===== config.mk =====
export PLATFORM = sky130hd
export DESIGN_NAME = sidechain_compressor_flat
export DESIGN_NICKNAME = d
export VERILOG_FILES = /design/src/sv/scp_pkg.sv /design/src/sv/scp_if.sv /design/src/sv/sidechain_compressor.sv /design/src/sv/scp_front.sv /design/src/sv/scp_queue.sv /design/src/sv/scp_back.sv /design/src/flat_wrapper.sv
export SDC_FILE = /design/constraint.sdc
export NUM_CORES = 2
export LEC_CHECK = 0
export ABC_CLOCK_PERIOD_IN_PS = 35700
export BUFFER_PORTS_ARGS = -buffer_cell sky130_fd_sc_hd__buf_2
export CAP_MARGIN = 10
export CELL_PAD_IN_SITES_DETAIL_PLACEMENT = 0
export CELL_PAD_IN_SITES_GLOBAL_PLACEMENT = 1
export CORE_UTILIZATION = 55
export DETAILED_ROUTE_END_ITERATION = 7
export GPL_ROUTABILITY_DRIVEN = 0
export PLACE_DENSITY = 0.9
export SLEW_MARGIN = 20
export SYNTH_ARGS = -nofsm -noshare
export SYNTH_HDL_FRONTEND = slang
export SYNTH_SLANG_ARGS = --single-unit

===== constraint.sdc =====
create_clock -name clock -period 35.7 [get_ports clock]
set_clock_uncertainty 0.15 [all_clocks]
set_input_delay 0 -clock clock [delete_from_list [all_inputs] [get_ports clock]]
set_output_delay 0 -clock clock [all_outputs]
set_load 0.01 [all_outputs]

===== src/sv/scp_pkg.sv =====
// ============================================================================
// scp_pkg
// Shared constants, register indexes, the settings struct and width helpers
// for the side-chain compressor.
// ============================================================================
package scp_pkg;

   localparam int DEF_SAMPLE_BITS = 24;
   localparam int MAIN_LANES      = 2;
   localparam int SIDE_LANES      = 2;

   localparam int THR_BITS        = 24;
   localparam int COEF_BITS       = 17;
   localparam int MAKEUP_BITS     = 21;
   localparam int COUNT_BITS      = 2;
   localparam int GAIN_BITS       = 17;

   localparam int CSR_INDEX_BITS  = 3;
   localparam int CSR_DATA_BITS   = 24;

   localparam int MUL_CHUNK_BITS  = 24;
   localparam int QUEUE_DEPTH     = 2;

   // Register indexes of the settings port.
   localparam logic [CSR_INDEX_BITS-1:0] REG_THRESHOLD_LEVEL = 3'd0;
   localparam logic [CSR_INDEX_BITS-1:0] REG_RATIO_SLOPE     = 3'd1;
   localparam logic [CSR_INDEX_BITS-1:0] REG_ATTACK_COEFF    = 3'd2;
   localparam logic [CSR_INDEX_BITS-1:0] REG_RELEASE_COEFF   = 3'd3;
   localparam logic [CSR_INDEX_BITS-1:0] REG_MAKEUP_GAIN     = 3'd4;
   localparam logic [CSR_INDEX_BITS-1:0] REG_MAIN_USED       = 3'd5;
   localparam logic [CSR_INDEX_BITS-1:0] REG_SIDE_USED       = 3'd6;

   localparam logic [THR_BITS-1:0]    THR_MAX    = 24'd8388608;
   localparam logic [COEF_BITS-1:0]   Q16_ONE    = 17'd65536;
   localparam logic [MAKEUP_BITS-1:0] MAKEUP_RST = 21'd65536;
   localparam logic [COUNT_BITS-1:0]  MAX_USED   = 2'd2;
   localparam logic [COUNT_BITS-1:0]  MAIN_RST   = 2'd2;
   localparam logic [COUNT_BITS-1:0]  SIDE_RST   = 2'd0;

   typedef struct packed {
      logic [THR_BITS-1:0]    threshold_level;
      logic [COEF_BITS-1:0]   ratio_slope;
      logic [COEF_BITS-1:0]   attack_coeff;
      logic [COEF_BITS-1:0]   release_coeff;
      logic [MAKEUP_BITS-1:0] makeup_gain;
      logic [COUNT_BITS-1:0]  main_count;
      logic [COUNT_BITS-1:0]  side_count;
   } scp_cfg_type;

   // Detector level plus two lanes of magnitude, sign and enable.
   function automatic int entry_bits(input int sample_bits);
      return (sample_bits + 16) + 2 * (sample_bits + 2);
   endfunction

   // Number of 24-bit slices of the widest operand of the shared multiplier.
   function automatic int mul_chunks(input int sample_bits);
      return (sample_bits + MAKEUP_BITS + MUL_CHUNK_BITS - 1) / MUL_CHUNK_BITS;
   endfunction

   function automatic logic [COUNT_BITS-1:0] lane_count(input logic [COUNT_BITS-1:0] used,
                                                       input int lanes);
      logic [COUNT_BITS-1:0] limit;
      limit = (lanes < 2) ? COUNT_BITS'(lanes) : MAX_USED;
      return (used > limit) ? limit : used;
   endfunction

endpackage


===== src/sv/scp_if.sv =====
// ============================================================================
// scp_if
// Valid/ready channels of the side-chain compressor: audio frame requests,
// processed results and settings writes.
// ============================================================================
interface scp_req_if #(parameter int SAMPLE_BITS = scp_pkg::DEF_SAMPLE_BITS);
   logic                          valid;
   logic                          ready;
   logic signed [SAMPLE_BITS-1:0] main_sample_a;
   logic signed [SAMPLE_BITS-1:0] main_sample_b;
   logic signed [SAMPLE_BITS-1:0] side_sample_a;
   logic signed [SAMPLE_BITS-1:0] side_sample_b;

   modport source (output valid, main_sample_a, main_sample_b, side_sample_a, side_sample_b,
                   input ready);
   modport sink   (input valid, main_sample_a, main_sample_b, side_sample_a, side_sample_b,
                   output ready);
endinterface

interface scp_rsp_if #(parameter int SAMPLE_BITS = scp_pkg::DEF_SAMPLE_BITS);
   import scp_pkg::*;
   logic                          valid;
   logic                          ready;
   logic signed [SAMPLE_BITS-1:0] main_out_a;
   logic signed [SAMPLE_BITS-1:0] main_out_b;
   logic [GAIN_BITS-1:0]          compression_gain;

   modport source (output valid, main_out_a, main_out_b, compression_gain, input ready);
   modport sink   (input valid, main_out_a, main_out_b, compression_gain, output ready);
endinterface

interface scp_csr_if;
   import scp_pkg::*;
   logic                      valid;
   logic                      ready;
   logic [CSR_INDEX_BITS-1:0] index;
   logic [CSR_DATA_BITS-1:0]  data;

   modport source (output valid, index, data, input ready);
   modport sink   (input valid, index, data, output ready);
endinterface


===== src/sv/sidechain_compressor.sv =====
// ============================================================================
// sidechain_compressor
// Feed-forward side-chain compressor for one audio frame per request.
// ============================================================================
// Usage. A request on req_chan carries two main and two side-chain samples.
// The side-chain magnitudes in use drive an attack/release envelope; above
// the threshold the envelope sets a compression gain, and each main sample in
// use leaves on rsp_chan scaled by that gain and the make-up gain, saturated
// to the sample width, together with the gain itself. Unused main lanes
// return zero. Settings are written on csr_chan, which is always ready; they
// should change only while no request is in flight.
// Timing: the gain sequencer runs the gain divider only when the envelope is
// above the threshold. The divider yields one quotient bit a cycle, and the
// shared multiplier takes 24 operand bits a cycle. The result register is
// loaded as the sequencer finishes with the request.
// A two-deep queue sits between request intake and the sequencer, and the
// result register parts the sequencer from the receiver. While the receiver
// stalls, the result holds, the sequencer waits with the next result, and
// req_chan.ready drops once the queue is full.
// Reset loads the settings defaults, clears the envelope, the queue and the
// result valid; no clearing pass is needed.
// ============================================================================
module sidechain_compressor #(
   parameter int SAMPLE_BITS = scp_pkg::DEF_SAMPLE_BITS
) (
   input  logic       clock,
   input  logic       reset,
   scp_req_if.sink    req_chan,
   scp_rsp_if.source  rsp_chan,
   scp_csr_if.sink    csr_chan
);
   import scp_pkg::*;

   localparam int ENTRY_BITS = entry_bits(SAMPLE_BITS);

   // Settings registers, raw as written.
   logic [THR_BITS-1:0]    threshold_level_ff, threshold_level_in;
   logic [COEF_BITS-1:0]   ratio_slope_ff, ratio_slope_in;
   logic [COEF_BITS-1:0]   attack_coeff_ff, attack_coeff_in;
   logic [COEF_BITS-1:0]   release_coeff_ff, release_coeff_in;
   logic [MAKEUP_BITS-1:0] makeup_gain_ff, makeup_gain_in;
   logic [COUNT_BITS-1:0]  main_used_ff, main_used_in;
   logic [COUNT_BITS-1:0]  side_used_ff, side_used_in;

   scp_cfg_type            cfg;
   logic                   push_valid, push_ready;
   logic [ENTRY_BITS-1:0]  push_data;
   logic                   pop_valid, pop_ready;
   logic [ENTRY_BITS-1:0]  pop_data;

   // The settings port never stalls.
   assign csr_chan.ready = 1'b1;

   always_comb begin
      threshold_level_in = threshold_level_ff;
      ratio_slope_in     = ratio_slope_ff;
      attack_coeff_in    = attack_coeff_ff;
      release_coeff_in   = release_coeff_ff;
      makeup_gain_in     = makeup_gain_ff;
      main_used_in       = main_used_ff;
      side_used_in       = side_used_ff;
      if (csr_chan.valid) begin
         case (csr_chan.index)
            REG_THRESHOLD_LEVEL: threshold_level_in = csr_chan.data[THR_BITS-1:0];
            REG_RATIO_SLOPE:     ratio_slope_in     = csr_chan.data[COEF_BITS-1:0];
            REG_ATTACK_COEFF:    attack_coeff_in    = csr_chan.data[COEF_BITS-1:0];
            REG_RELEASE_COEFF:   release_coeff_in   = csr_chan.data[COEF_BITS-1:0];
            REG_MAKEUP_GAIN:     makeup_gain_in     = csr_chan.data[MAKEUP_BITS-1:0];
            REG_MAIN_USED:       main_used_in       = csr_chan.data[COUNT_BITS-1:0];
            REG_SIDE_USED:       side_used_in       = csr_chan.data[COUNT_BITS-1:0];
            default: begin
               // Writes to an unassigned index are dropped.
            end
         endcase
      end
   end

   always_ff @(posedge clock) begin
      if (reset) begin
         threshold_level_ff <= THR_MAX;
         ratio_slope_ff     <= Q16_ONE;
         attack_coeff_ff    <= '0;
         release_coeff_ff   <= '0;
         makeup_gain_ff     <= MAKEUP_RST;
         main_used_ff       <= MAIN_RST;
         side_used_ff       <= SIDE_RST;
      end else begin
         threshold_level_ff <= threshold_level_in;
         ratio_slope_ff     <= ratio_slope_in;
         attack_coeff_ff    <= attack_coeff_in;
         release_coeff_ff   <= release_coeff_in;
         makeup_gain_ff     <= makeup_gain_in;
         main_used_ff       <= main_used_in;
         side_used_ff       <= side_used_in;
      end
   end

   // Settings as the datapath sees them: coefficients and ratio no larger than
   // unity, threshold no larger than full scale, lane counts within the lanes.
   always_comb begin
      cfg.threshold_level = (threshold_level_ff > THR_MAX) ? THR_MAX : threshold_level_ff;
      cfg.ratio_slope     = (ratio_slope_ff > Q16_ONE) ? Q16_ONE : ratio_slope_ff;
      cfg.attack_coeff    = (attack_coeff_ff > Q16_ONE) ? Q16_ONE : attack_coeff_ff;
      cfg.release_coeff   = (release_coeff_ff > Q16_ONE) ? Q16_ONE : release_coeff_ff;
      cfg.makeup_gain     = makeup_gain_ff;
      cfg.main_count      = lane_count(main_used_ff, MAIN_LANES);
      cfg.side_count      = lane_count(side_used_ff, SIDE_LANES);
   end

   scp_front #(
      .SAMPLE_BITS (SAMPLE_BITS)
   ) u_front (
      .cfg        (cfg),
      .req_chan   (req_chan),
      .push_valid (push_valid),
      .push_ready (push_ready),
      .push_data  (push_data)
   );

   scp_queue #(
      .WIDTH (ENTRY_BITS)
   ) u_queue (
      .clock      (clock),
      .reset      (reset),
      .push_valid (push_valid),
      .push_ready (push_ready),
      .push_data  (push_data),
      .pop_valid  (pop_valid),
      .pop_ready  (pop_ready),
      .pop_data   (pop_data)
   );

   scp_back #(
      .SAMPLE_BITS (SAMPLE_BITS)
   ) u_back (
      .clock     (clock),
      .reset     (reset),
      .cfg       (cfg),
      .pop_valid (pop_valid),
      .pop_ready (pop_ready),
      .pop_data  (pop_data),
      .rsp_chan  (rsp_chan)
   );

endmodule


===== src/sv/scp_front.sv =====
// ============================================================================
// scp_front
// Takes a frame request, forms the side-chain detector level and the main
// sample magnitudes, and pushes them into the work queue.
// ============================================================================
module scp_front #(
   parameter int SAMPLE_BITS = scp_pkg::DEF_SAMPLE_BITS
) (
   input  scp_pkg::scp_cfg_type                          cfg,
   scp_req_if.sink                                       req_chan,
   output logic                                          push_valid,
   input  logic                                          push_ready,
   output logic [scp_pkg::entry_bits(SAMPLE_BITS)-1:0]   push_data
);
   import scp_pkg::*;

   localparam int S        = SAMPLE_BITS;
   localparam int DET_BITS = S + 16;

   function automatic logic [S-1:0] mag_of(input logic [S-1:0] raw);
      return raw[S-1] ? (~raw + 1'b1) : raw;
   endfunction

   logic [S-1:0]        main_a_raw, main_b_raw, side_a_raw, side_b_raw;
   logic [S-1:0]        side_a_mag, side_b_mag;
   logic [S:0]          side_sum;
   logic [DET_BITS-1:0] det;
   logic                use_a, use_b;

   assign main_a_raw = req_chan.main_sample_a;
   assign main_b_raw = req_chan.main_sample_b;
   assign side_a_raw = req_chan.side_sample_a;
   assign side_b_raw = req_chan.side_sample_b;

   assign side_a_mag = mag_of(side_a_raw);
   assign side_b_mag = mag_of(side_b_raw);
   assign side_sum   = {1'b0, side_a_mag} + {1'b0, side_b_mag};

   // Average of the magnitudes in Q1.(S+15): the divide by one or two is a shift.
   always_comb begin
      case (cfg.side_count)
         2'd1:    det = {side_a_mag, 16'b0};
         2'd2:    det = {side_sum, 15'b0};
         default: det = '0;
      endcase
   end

   assign use_a = (cfg.main_count >= 2'd1);
   assign use_b = (cfg.main_count >= 2'd2);

   assign push_valid     = req_chan.valid;
   assign req_chan.ready = push_ready;
   assign push_data      = {det,
                            mag_of(main_a_raw), main_a_raw[S-1], use_a,
                            mag_of(main_b_raw), main_b_raw[S-1], use_b};

endmodule


===== src/sv/scp_queue.sv =====
// ============================================================================
// scp_queue
// Short FIFO that decouples the request front from the gain sequencer.
// ============================================================================
module scp_queue #(
   parameter int WIDTH = scp_pkg::entry_bits(scp_pkg::DEF_SAMPLE_BITS)
) (
   input  logic             clock,
   input  logic             reset,
   input  logic             push_valid,
   output logic             push_ready,
   input  logic [WIDTH-1:0] push_data,
   output logic             pop_valid,
   input  logic             pop_ready,
   output logic [WIDTH-1:0] pop_data
);
   import scp_pkg::*;

   localparam int PTR_BITS = $clog2(QUEUE_DEPTH);

   logic [WIDTH-1:0]    slot_ff [QUEUE_DEPTH];
   logic [PTR_BITS-1:0] wr_ptr_ff, wr_ptr_in;
   logic [PTR_BITS-1:0] rd_ptr_ff, rd_ptr_in;
   logic [PTR_BITS:0]   count_ff, count_in;
   logic                do_push, do_pop;

   function automatic logic [PTR_BITS-1:0] ptr_next(input logic [PTR_BITS-1:0] ptr);
      return (ptr == PTR_BITS'(QUEUE_DEPTH - 1)) ? '0 : ptr + 1'b1;
   endfunction

   assign push_ready = (count_ff != (PTR_BITS + 1)'(QUEUE_DEPTH));
   assign pop_valid  = (count_ff != '0);
   assign pop_data   = slot_ff[rd_ptr_ff];
   assign do_push    = push_valid && push_ready;
   assign do_pop     = pop_valid && pop_ready;

   always_comb begin
      wr_ptr_in = do_push ? ptr_next(wr_ptr_ff) : wr_ptr_ff;
      rd_ptr_in = do_pop ? ptr_next(rd_ptr_ff) : rd_ptr_ff;
      count_in  = count_ff + (PTR_BITS + 1)'(do_push) - (PTR_BITS + 1)'(do_pop);
   end

   always_ff @(posedge clock) begin
      if (reset) begin
         wr_ptr_ff <= '0;
         rd_ptr_ff <= '0;
         count_ff  <= '0;
      end else begin
         wr_ptr_ff <= wr_ptr_in;
         rd_ptr_ff <= rd_ptr_in;
         count_ff  <= count_in;
      end
   end

   always_ff @(posedge clock) begin
      if (do_push) begin
         slot_ff[wr_ptr_ff] <= push_data;
      end
   end

endmodule


===== src/sv/scp_back.sv =====
// ============================================================================
// scp_back
// Gain sequencer: envelope update, compression gain by a bit-serial divider,
// and make-up scaling of each main lane, using one shared chunked multiplier
// for all but the make-up product. Holds the result register of the response channel.
// ============================================================================
module scp_back #(
   parameter int SAMPLE_BITS = scp_pkg::DEF_SAMPLE_BITS
) (
   input  logic                                          clock,
   input  logic                                          reset,
   input  scp_pkg::scp_cfg_type                          cfg,
   input  logic                                          pop_valid,
   output logic                                          pop_ready,
   input  logic [scp_pkg::entry_bits(SAMPLE_BITS)-1:0]   pop_data,
   scp_rsp_if.source                                     rsp_chan
);
   import scp_pkg::*;

   localparam int S          = SAMPLE_BITS;
   localparam int ENV_BITS   = S + 16;
   localparam int NUM_BITS   = ENV_BITS + 16;
   localparam int MUL_CHUNKS = mul_chunks(S);
   localparam int MX_BITS    = MUL_CHUNKS * MUL_CHUNK_BITS;
   localparam int ACC_BITS   = MX_BITS + COEF_BITS;
   localparam int QW         = ACC_BITS - 32;
   localparam int CNT_BITS   = $clog2(GAIN_BITS);
   localparam logic [ACC_BITS-1:0] ROUND_BIAS = ACC_BITS'(64'h8000_0000);

   localparam logic [3:0] ST_IDLE     = 4'd0;
   localparam logic [3:0] ST_ENV_MUL  = 4'd1;
   localparam logic [3:0] ST_ENV_UPD  = 4'd2;
   localparam logic [3:0] ST_GAIN_SET = 4'd3;
   localparam logic [3:0] ST_NUM_MUL  = 4'd4;
   localparam logic [3:0] ST_DIV_SET  = 4'd5;
   localparam logic [3:0] ST_DIV      = 4'd6;
   localparam logic [3:0] ST_OUT_SET  = 4'd7;
   localparam logic [3:0] ST_OUT_MUL  = 4'd8;
   localparam logic [3:0] ST_OUT_RND  = 4'd9;
   localparam logic [3:0] ST_DONE     = 4'd10;

   // Queue entry fields.
   logic [ENV_BITS-1:0] e_det;
   logic [S-1:0]        e_mag_a, e_mag_b;
   logic                e_neg_a, e_neg_b, e_use_a, e_use_b;

   assign {e_det, e_mag_a, e_neg_a, e_use_a, e_mag_b, e_neg_b, e_use_b} = pop_data;

   logic [3:0]           state_ff, state_in;
   logic [ENV_BITS-1:0]  env_ff, env_in;
   logic                 up_ff, up_in;
   logic [S-1:0]         mag_a_ff, mag_a_in, mag_b_ff, mag_b_in;
   logic                 neg_a_ff, neg_a_in, neg_b_ff, neg_b_in;
   logic                 use_a_ff, use_a_in, use_b_ff, use_b_in;
   logic [COEF_BITS-1:0] mul_c_ff, mul_c_in;
   logic [MX_BITS-1:0]   mul_x_ff, mul_x_in;
   logic [ACC_BITS-1:0]  acc_ff, acc_in;
   logic [CNT_BITS-1:0]  cnt_ff, cnt_in;
   logic [ENV_BITS-1:0]  rem_ff, rem_in;
   logic [GAIN_BITS-1:0] numlo_ff, numlo_in;
   logic [GAIN_BITS-1:0] quo_ff, quo_in;
   logic [GAIN_BITS-1:0] gain_ff, gain_in;
   logic                 lane_ff, lane_in;
   logic [S-1:0]         res_a_ff, res_a_in, res_b_ff, res_b_in;
   logic                 rsp_valid_ff, rsp_valid_in;
   logic [S-1:0]         out_a_ff, out_a_in, out_b_ff, out_b_in;
   logic [GAIN_BITS-1:0] out_gain_ff, out_gain_in;

   // Datapath pieces.
   logic [COEF_BITS+MUL_CHUNK_BITS-1:0] chunk_prod;
   logic [ACC_BITS-1:0]                 acc_step;
   logic [MX_BITS-1:0]                  mul_x_step;
   logic                                chunk_last;
   logic                                det_gt, det_ge;
   logic [ENV_BITS-1:0]                 env_diff, delta, thr_ext;
   logic [NUM_BITS-1:0]                 num;
   logic [ENV_BITS:0]                   trial;
   logic                                trial_ge;
   logic [S-1:0]                        lane_mag;
   logic                                lane_neg, lane_use;
   logic [S+MAKEUP_BITS-1:0]            m_prod;
   logic [ACC_BITS-1:0]                 rounded;
   logic [QW-1:0]                       q_val, q_half;
   logic [S-1:0]                        mag_sat, lane_res;

   assign chunk_prod = mul_c_ff * mul_x_ff[MX_BITS-1 -: MUL_CHUNK_BITS];
   assign acc_step   = {acc_ff[ACC_BITS-MUL_CHUNK_BITS-1:0], {MUL_CHUNK_BITS{1'b0}}}
                       + ACC_BITS'(chunk_prod);
   assign mul_x_step = {mul_x_ff[MX_BITS-MUL_CHUNK_BITS-1:0], {MUL_CHUNK_BITS{1'b0}}};
   assign chunk_last = (cnt_ff == CNT_BITS'(MUL_CHUNKS - 1));

   assign det_gt   = (e_det > env_ff);
   assign det_ge   = (e_det >= env_ff);
   assign env_diff = det_ge ? (e_det - env_ff) : (env_ff - e_det);
   assign delta    = acc_ff[16 +: ENV_BITS];
   assign thr_ext  = ENV_BITS'(cfg.threshold_level) << (S - 8);

   assign num      = NUM_BITS'(acc_ff) + {thr_ext, 16'b0};
   assign trial    = {rem_ff, numlo_ff[GAIN_BITS-1]};
   assign trial_ge = (trial >= {1'b0, env_ff});

   assign lane_mag = lane_ff ? mag_b_ff : mag_a_ff;
   assign lane_neg = lane_ff ? neg_b_ff : neg_a_ff;
   assign lane_use = lane_ff ? use_b_ff : use_a_ff;
   assign m_prod   = lane_mag * cfg.makeup_gain;

   // Round to nearest, then saturate the magnitude to the signed sample range.
   assign rounded = acc_ff + ROUND_BIAS;
   assign q_val   = rounded[ACC_BITS-1:32];
   assign q_half  = QW'(1) << (S - 1);

   always_comb begin
      if (lane_neg) begin
         mag_sat  = (q_val > q_half) ? q_half[S-1:0] : q_val[S-1:0];
         lane_res = ~mag_sat + 1'b1;
      end else begin
         mag_sat  = (q_val >= q_half) ? (q_half[S-1:0] - 1'b1) : q_val[S-1:0];
         lane_res = mag_sat;
      end
   end

   assign pop_ready = (state_ff == ST_IDLE);

   always_comb begin
      state_in     = state_ff;
      env_in       = env_ff;
      up_in        = up_ff;
      mag_a_in     = mag_a_ff;
      mag_b_in     = mag_b_ff;
      neg_a_in     = neg_a_ff;
      neg_b_in     = neg_b_ff;
      use_a_in     = use_a_ff;
      use_b_in     = use_b_ff;
      mul_c_in     = mul_c_ff;
      mul_x_in     = mul_x_ff;
      acc_in       = acc_ff;
      cnt_in       = cnt_ff;
      rem_in       = rem_ff;
      numlo_in     = numlo_ff;
      quo_in       = quo_ff;
      gain_in      = gain_ff;
      lane_in      = lane_ff;
      res_a_in     = res_a_ff;
      res_b_in     = res_b_ff;
      out_a_in     = out_a_ff;
      out_b_in     = out_b_ff;
      out_gain_in  = out_gain_ff;
      rsp_valid_in = rsp_valid_ff && !rsp_chan.ready;

      case (state_ff)
         ST_IDLE: begin
            if (pop_valid) begin
               mag_a_in = e_mag_a;
               mag_b_in = e_mag_b;
               neg_a_in = e_neg_a;
               neg_b_in = e_neg_b;
               use_a_in = e_use_a;
               use_b_in = e_use_b;
               up_in    = det_ge;
               mul_c_in = det_gt ? cfg.attack_coeff : cfg.release_coeff;
               mul_x_in = MX_BITS'(env_diff);
               acc_in   = '0;
               cnt_in   = '0;
               state_in = ST_ENV_MUL;
            end
         end
         ST_ENV_MUL, ST_NUM_MUL, ST_OUT_MUL: begin
            acc_in   = acc_step;
            mul_x_in = mul_x_step;
            cnt_in   = cnt_ff + 1'b1;
            if (chunk_last) begin
               cnt_in = '0;
               case (state_ff)
                  ST_ENV_MUL: state_in = ST_ENV_UPD;
                  ST_NUM_MUL: state_in = ST_DIV_SET;
                  default:    state_in = ST_OUT_RND;
               endcase
            end
         end
         ST_ENV_UPD: begin
            env_in   = up_ff ? (env_ff + delta) : (env_ff - delta);
            state_in = ST_GAIN_SET;
         end
         ST_GAIN_SET: begin
            lane_in = 1'b0;
            if (env_ff > thr_ext) begin
               mul_c_in = cfg.ratio_slope;
               mul_x_in = MX_BITS'(env_ff - thr_ext);
               acc_in   = '0;
               cnt_in   = '0;
               state_in = ST_NUM_MUL;
            end else begin
               gain_in  = Q16_ONE;
               state_in = ST_OUT_SET;
            end
         end
         ST_DIV_SET: begin
            // The quotient is at most unity, so the top bits already sit below the level.
            rem_in   = ENV_BITS'(num[NUM_BITS-1:GAIN_BITS]);
            numlo_in = num[GAIN_BITS-1:0];
            quo_in   = '0;
            cnt_in   = '0;
            state_in = ST_DIV;
         end
         ST_DIV: begin
            rem_in   = trial_ge ? ENV_BITS'(trial - {1'b0, env_ff}) : trial[ENV_BITS-1:0];
            quo_in   = {quo_ff[GAIN_BITS-2:0], trial_ge};
            numlo_in = {numlo_ff[GAIN_BITS-2:0], 1'b0};
            cnt_in   = cnt_ff + 1'b1;
            if (cnt_ff == CNT_BITS'(GAIN_BITS - 1)) begin
               gain_in  = quo_in;
               cnt_in   = '0;
               state_in = ST_OUT_SET;
            end
         end
         ST_OUT_SET: begin
            mul_x_in = MX_BITS'(m_prod);
            mul_c_in = gain_ff;
            acc_in   = '0;
            cnt_in   = '0;
            state_in = ST_OUT_MUL;
         end
         ST_OUT_RND: begin
            if (lane_ff) begin
               res_b_in = lane_use ? lane_res : '0;
               state_in = ST_DONE;
            end else begin
               res_a_in = lane_use ? lane_res : '0;
               lane_in  = 1'b1;
               state_in = ST_OUT_SET;
            end
         end
         ST_DONE: begin
            if (!rsp_valid_ff || rsp_chan.ready) begin
               out_a_in     = res_a_ff;
               out_b_in     = res_b_ff;
               out_gain_in  = gain_ff;
               rsp_valid_in = 1'b1;
               state_in     = ST_IDLE;
            end
         end
         default: begin
            state_in = ST_IDLE;
         end
      endcase
   end

   always_ff @(posedge clock) begin
      if (reset) begin
         state_ff     <= ST_IDLE;
         env_ff       <= '0;
         rsp_valid_ff <= 1'b0;
      end else begin
         state_ff     <= state_in;
         env_ff       <= env_in;
         rsp_valid_ff <= rsp_valid_in;
      end
   end

   always_ff @(posedge clock) begin
      up_ff       <= up_in;
      mag_a_ff    <= mag_a_in;
      mag_b_ff    <= mag_b_in;
      neg_a_ff    <= neg_a_in;
      neg_b_ff    <= neg_b_in;
      use_a_ff    <= use_a_in;
      use_b_ff    <= use_b_in;
      mul_c_ff    <= mul_c_in;
      mul_x_ff    <= mul_x_in;
      acc_ff      <= acc_in;
      cnt_ff      <= cnt_in;
      rem_ff      <= rem_in;
      numlo_ff    <= numlo_in;
      quo_ff      <= quo_in;
      gain_ff     <= gain_in;
      lane_ff     <= lane_in;
      res_a_ff    <= res_a_in;
      res_b_ff    <= res_b_in;
      out_a_ff    <= out_a_in;
      out_b_ff    <= out_b_in;
      out_gain_ff <= out_gain_in;
   end

   assign rsp_chan.valid            = rsp_valid_ff;
   assign rsp_chan.main_out_a       = out_a_ff;
   assign rsp_chan.main_out_b       = out_b_ff;
   assign rsp_chan.compression_gain = out_gain_ff;

endmodule


===== src/flat_wrapper.sv =====
// flat-port wrapper written by rule: the top's interface ports become plain ports
module sidechain_compressor_flat import scp_pkg::*;
#(
   parameter int SAMPLE_BITS = scp_pkg::DEF_SAMPLE_BITS
)
  (clock, reset, req_chan_valid, req_chan_main_sample_a, req_chan_main_sample_b, req_chan_side_sample_a, req_chan_side_sample_b, req_chan_ready, rsp_chan_valid, rsp_chan_main_out_a, rsp_chan_main_out_b, rsp_chan_compression_gain, rsp_chan_ready, csr_chan_valid, csr_chan_index, csr_chan_data, csr_chan_ready);
  scp_req_if #(.SAMPLE_BITS(SAMPLE_BITS)) req_chan_i ();
  scp_rsp_if #(.SAMPLE_BITS(SAMPLE_BITS)) rsp_chan_i ();
  scp_csr_if csr_chan_i ();
  input  logic clock;
  input  logic reset;
  input wire logic [$bits(req_chan_i.valid)-1:0] req_chan_valid;
  input wire logic [$bits(req_chan_i.main_sample_a)-1:0] req_chan_main_sample_a;
  input wire logic [$bits(req_chan_i.main_sample_b)-1:0] req_chan_main_sample_b;
  input wire logic [$bits(req_chan_i.side_sample_a)-1:0] req_chan_side_sample_a;
  input wire logic [$bits(req_chan_i.side_sample_b)-1:0] req_chan_side_sample_b;
  output wire logic [$bits(req_chan_i.ready)-1:0] req_chan_ready;
  output wire logic [$bits(rsp_chan_i.valid)-1:0] rsp_chan_valid;
  output wire logic [$bits(rsp_chan_i.main_out_a)-1:0] rsp_chan_main_out_a;
  output wire logic [$bits(rsp_chan_i.main_out_b)-1:0] rsp_chan_main_out_b;
  output wire logic [$bits(rsp_chan_i.compression_gain)-1:0] rsp_chan_compression_gain;
  input wire logic [$bits(rsp_chan_i.ready)-1:0] rsp_chan_ready;
  input wire logic [$bits(csr_chan_i.valid)-1:0] csr_chan_valid;
  input wire logic [$bits(csr_chan_i.index)-1:0] csr_chan_index;
  input wire logic [$bits(csr_chan_i.data)-1:0] csr_chan_data;
  output wire logic [$bits(csr_chan_i.ready)-1:0] csr_chan_ready;
  assign req_chan_i.valid = req_chan_valid;
  assign req_chan_i.main_sample_a = req_chan_main_sample_a;
  assign req_chan_i.main_sample_b = req_chan_main_sample_b;
  assign req_chan_i.side_sample_a = req_chan_side_sample_a;
  assign req_chan_i.side_sample_b = req_chan_side_sample_b;
  assign req_chan_ready = req_chan_i.ready;
  assign rsp_chan_valid = rsp_chan_i.valid;
  assign rsp_chan_main_out_a = rsp_chan_i.main_out_a;
  assign rsp_chan_main_out_b = rsp_chan_i.main_out_b;
  assign rsp_chan_compression_gain = rsp_chan_i.compression_gain;
  assign rsp_chan_i.ready = rsp_chan_ready;
  assign csr_chan_i.valid = csr_chan_valid;
  assign csr_chan_i.index = csr_chan_index;
  assign csr_chan_i.data = csr_chan_data;
  assign csr_chan_ready = csr_chan_i.ready;
  sidechain_compressor #(.SAMPLE_BITS(SAMPLE_BITS)) u_core (.clock(clock), .reset(reset), .req_chan(req_chan_i), .rsp_chan(rsp_chan_i), .csr_chan(csr_chan_i));
endmodule

==> results.yml <==
floorplanning:
  core_sq_um: 129000
  row_count: 132
  floorplan_die_area_sq_um: 132000
  die-height_um: 363
  start_util_pct: 55.4
  top_level_ports: 196
  die-width_um: 363
clock_tree:
  cts_tree: "done"
  post-cts-setup-buffer-count: 0
  cts_inserted_buffers: 81
  cts-root-to-sink-buffers: 3
  cts.root.buffer_cell: "sky130_fd_sc_hd__clkbuf_16"
  ctsHtreeMaxLevel: 3
  clk-insertion-delay-late_ns: 0.73
  cts_num_sinks: 696
  clkTransAtPathRegs_ns: 0.06
  post_cts_resize_count: 0
synthesis:
  synth_sequential_area_ratio_pct: 27.1
  synth_edf_count: 546
  synthDominantAreaCellType: "sky130_fd_sc_hd__edfxtp_1"
  synth_flop_cell: "sky130_fd_sc_hd__edfxtp_1"
  area_fraction_of_the_dominant_cell_type_after_synthesis_pct: 22.9
  post_synth_design_cell_area_sq_um: 71600
  yosys_warnings: 0
  syn_avg_cell_area_sq_um: 9.30
  synthesis.nets: 9103
  synth.top_cells.by_area: "sky130_fd_sc_hd__edfxtp_1 23%, sky130_fd_sc_hd__fa_1 21%, sky130_fd_sc_hd__ha_1 8.9%, sky130_fd_sc_hd__nand2_1 5.5%, sky130_fd_sc_hd__inv_1 5.4%"
  ys_types: 95
  synth.ff_latch_count: 696
  synthesis.instances: 7700
  synth_async_sr_flop_share_pct: 0
timing:
  highest_achievable_clock_rate_ghz: 0.109
  min_period_over_period_pct: 25.7
  final.min_clock_period_ns: 9.17
  grt_setup_unrepaired: "false"
  slew-limit-headroom_pct: 17.7
  report.final.slew_viol_count: 0
  setup_viol: 0
  timing.final.hold_violations: 0
  worstMarginPinSlew_ns: 1.23
  fin_tns_setup_ns: 0
global_routing:
  via_count_of_the_first_global_routing_pass: 57800
  track_usage_pct: 32.8
  grt_pass1_wl_um: 332000
  grt-ovfl-total: 0
  grt_max_degree: 87
  number_of_antenna_violations_at_the_first_check_in_global_routing: 5
setup_path:
  critical_path_end: "u_core.u_back.mul_x_ff[43]$_DFFE_PP_"
  timing.setup.critical_path_class: "flip-flop to flip-flop"
  r2r_cell_count: 27
  crit_path_top_delay_cell: "sky130_fd_sc_hd__o311ai_0"
  r2r_end: "u_core.u_back.mul_x_ff[43]$_DFFE_PP_"
  critical_path_arrival_ns: 9.46
  critical_path.startpoint: "u_core.u_back.lane_ff$_DFFE_PP_"
  cp.depth: 27
  cp-start-kind: "flip-flop"
  timing.critical_path.to_type: "flip-flop"
  r2r_start: "u_core.u_back.lane_ff$_DFFE_PP_"
  critical_path.max_fanout: 29
  critPathRequiredTime_ns: 35.99
  cpLargestDelayFamily: "adder cells"
  timing.reg2reg.setup_slack_ns: 26.53
  cp_slowest_stage_delay_ns: 0.76
  path_buf_inv: 7
  worst_path_most_repeated_cell: "sky130_fd_sc_hd__fa_1"
routing:
  first_pass_iters: 6
  routed_length_per_instance_um: 22.4
  num_vias: 58500
  routed_wirelength_um: 217000
  dr.first_iter.drc_count: 5529
  post_route_drc: 0
  avgViaCountPerCell: 6.04
  remaining_antenna_violation_count: 0
layout:
  area_overhead_vs_synth_pct: 9.86
  layout.filler_cells: 10800
  num-nets-final: 9265
  drive_above_1_share_pct: 6.65
min_path:
  timing.hold.worst.class: "primary input to flip-flop"
placed_design:
  placement.io_buffers: 194
  dp_hpwl_um: 160000
flow_run:
  timing.max_cap.violations: 0
status:
  outcome: "completed"
cell type report:
type,count,area [sq um],area share [%]
multi-input combinational,5604,47000,59.8
sequential,696,19400,24.7
inverter,1035,3880,4.94
timing repair buffer,444,3390,4.31
clock buffer,103,2180,2.77
tap,1742,2180,2.77
clock inverter,47,589,0.749
antenna,4,10.0,0.0127
Yosys cell counts (96+ instances only):
cell	count
sky130_fd_sc_hd__a21oi_1	454
sky130_fd_sc_hd__a21o_1	115
sky130_fd_sc_hd__nor3_1	102
sky130_fd_sc_hd__nand3_1	96
sky130_fd_sc_hd__dfxtp_1	150
sky130_fd_sc_hd__edfxtp_1	546
sky130_fd_sc_hd__fa_1	767
sky130_fd_sc_hd__inv_1	1033
sky130_fd_sc_hd__clkbuf_1	320
sky130_fd_sc_hd__xor2_1	126
sky130_fd_sc_hd__xnor2_1	247
sky130_fd_sc_hd__ha_1	508
sky130_fd_sc_hd__o21ai_0	293
sky130_fd_sc_hd__nand2_1	1053
sky130_fd_sc_hd__and2_1	454
sky130_fd_sc_hd__nor2_1	312
worst min path at each step:
| stage | slack, ns | startpoint | cells past startpoint | endpoint |
|---|---|---|---|---|
| 4_1_cts | 0.003 | req_chan_main_sample_a[14] | 3 | u_core.u_queue.slot_ff[1][42]$_DFFE_PP_ |
| 6_report | 0.05 | csr_chan_data[10] | 4 | u_core.makeup_gain_ff[10]$_SDFFE_PP0P_ |
| 3_3_place_gp | 0.07 | req_chan_main_sample_a[0] | 1 | u_core.u_queue.slot_ff[0][28]$_DFFE_PP_ |
| 5_1_grt | 0.05 | csr_chan_data[10] | 4 | u_core.attack_coeff_ff[10]$_SDFFE_PP0P_ |
| 3_5_place_dp | 0.07 | req_chan_main_sample_a[0] | 1 | u_core.u_queue.slot_ff[0][28]$_DFFE_PP_ |
| 2_1_floorplan | -0.05 | req_chan_main_sample_b[23] | 0 | u_core.u_queue.slot_ff[0][1]$_DFFE_PP_ |
sequential cells by signal (all words and copies together), names as in the netlist, 40 cells and up, named ones only:
name,flops
u_core.u_back.mul_x_ff,48
u_core.u_queue.slot_ff,154
u_core.u_back.env_ff,40
u_core.u_back.acc_ff,65
u_core.u_back.rem_ff,40
cells by family (layout without fill, tap and decap cells):
kind of cell             Yosys count  after routing  synth area share, %
AND/OR/NAND/NOR                 2435           2435                 16.4
buffers and inverters           1400           1629                 7.39
AO/OA/AOI/OAI                   1381           1381                 12.1
adder cells (fa/ha/maj)         1275           1275                 30.3
flip-flops                       696            696                 27.1
XOR/XNOR                         373            373                 4.56
multiplexers                     139            139                 2.11
other                              1              5              0.00524
worst register-to-register path, delay by kind of cell (launching register included):
kind | cells | cell delay [ns]
muxes | 1 | 0.68
AOI/OAI and AO/OA | 6 | 1.94
adders and majority gates | 8 | 3.95
and+or+nand+nor | 5 | 0.95
buffers and inverters | 7 | 0.82
DFF | 1 | 0.37
cell usage in the layout, fill, tap and decap left out, types with 196 or more instances in the layout:
cell type / instances
sky130_fd_sc_hd__and2_1: 454
sky130_fd_sc_hd__a21oi_1: 452
sky130_fd_sc_hd__xnor2_1: 247
sky130_fd_sc_hd__nand2_1: 1052
sky130_fd_sc_hd__nor2_1: 304
sky130_fd_sc_hd__inv_1: 1033
sky130_fd_sc_hd__o21ai_0: 291
sky130_fd_sc_hd__edfxtp_1: 546
sky130_fd_sc_hd__ha_1: 508
sky130_fd_sc_hd__dlygate4sd3_1: 196
sky130_fd_sc_hd__fa_1: 767
timing repair:
| item | CTS | global route |
|---|---|---|
| hold buffers | 196 | 0 |
| setup endpoints to repair | 0 | 0 |
| endpoints found under the hold margin | 283 | 0 |
metrics by stage:
stage	std cells	instance area (sq um)	hold slack, ns	util (%)	setup WS, ns
finish	9675	78600	0.0468	60.8	26.53
global route	9672	78600	0.0527	60.8	26.27
CTS	9667	78500	0.00309	60.7	26.74
detailed placement	9321	73800	0.0687	57.1	26.80
global placement	9321	73800	0.0660	57.1	26.89
floorplan	7700	71600	-0.0511	-	22.95
routing by layer:
metal  vias up  GRT usage [%]  share of wire [%]
li1      26000              -                  -
met1     28900           43.4                 39
met2      2971           52.2                 46
met3       599           6.42                9.6
met4         4           14.9                4.9
met5         -              0              0.012
Power is not shown: default switching activity piles up to over one toggle a cycle in this logic, so the estimate is an artifact.
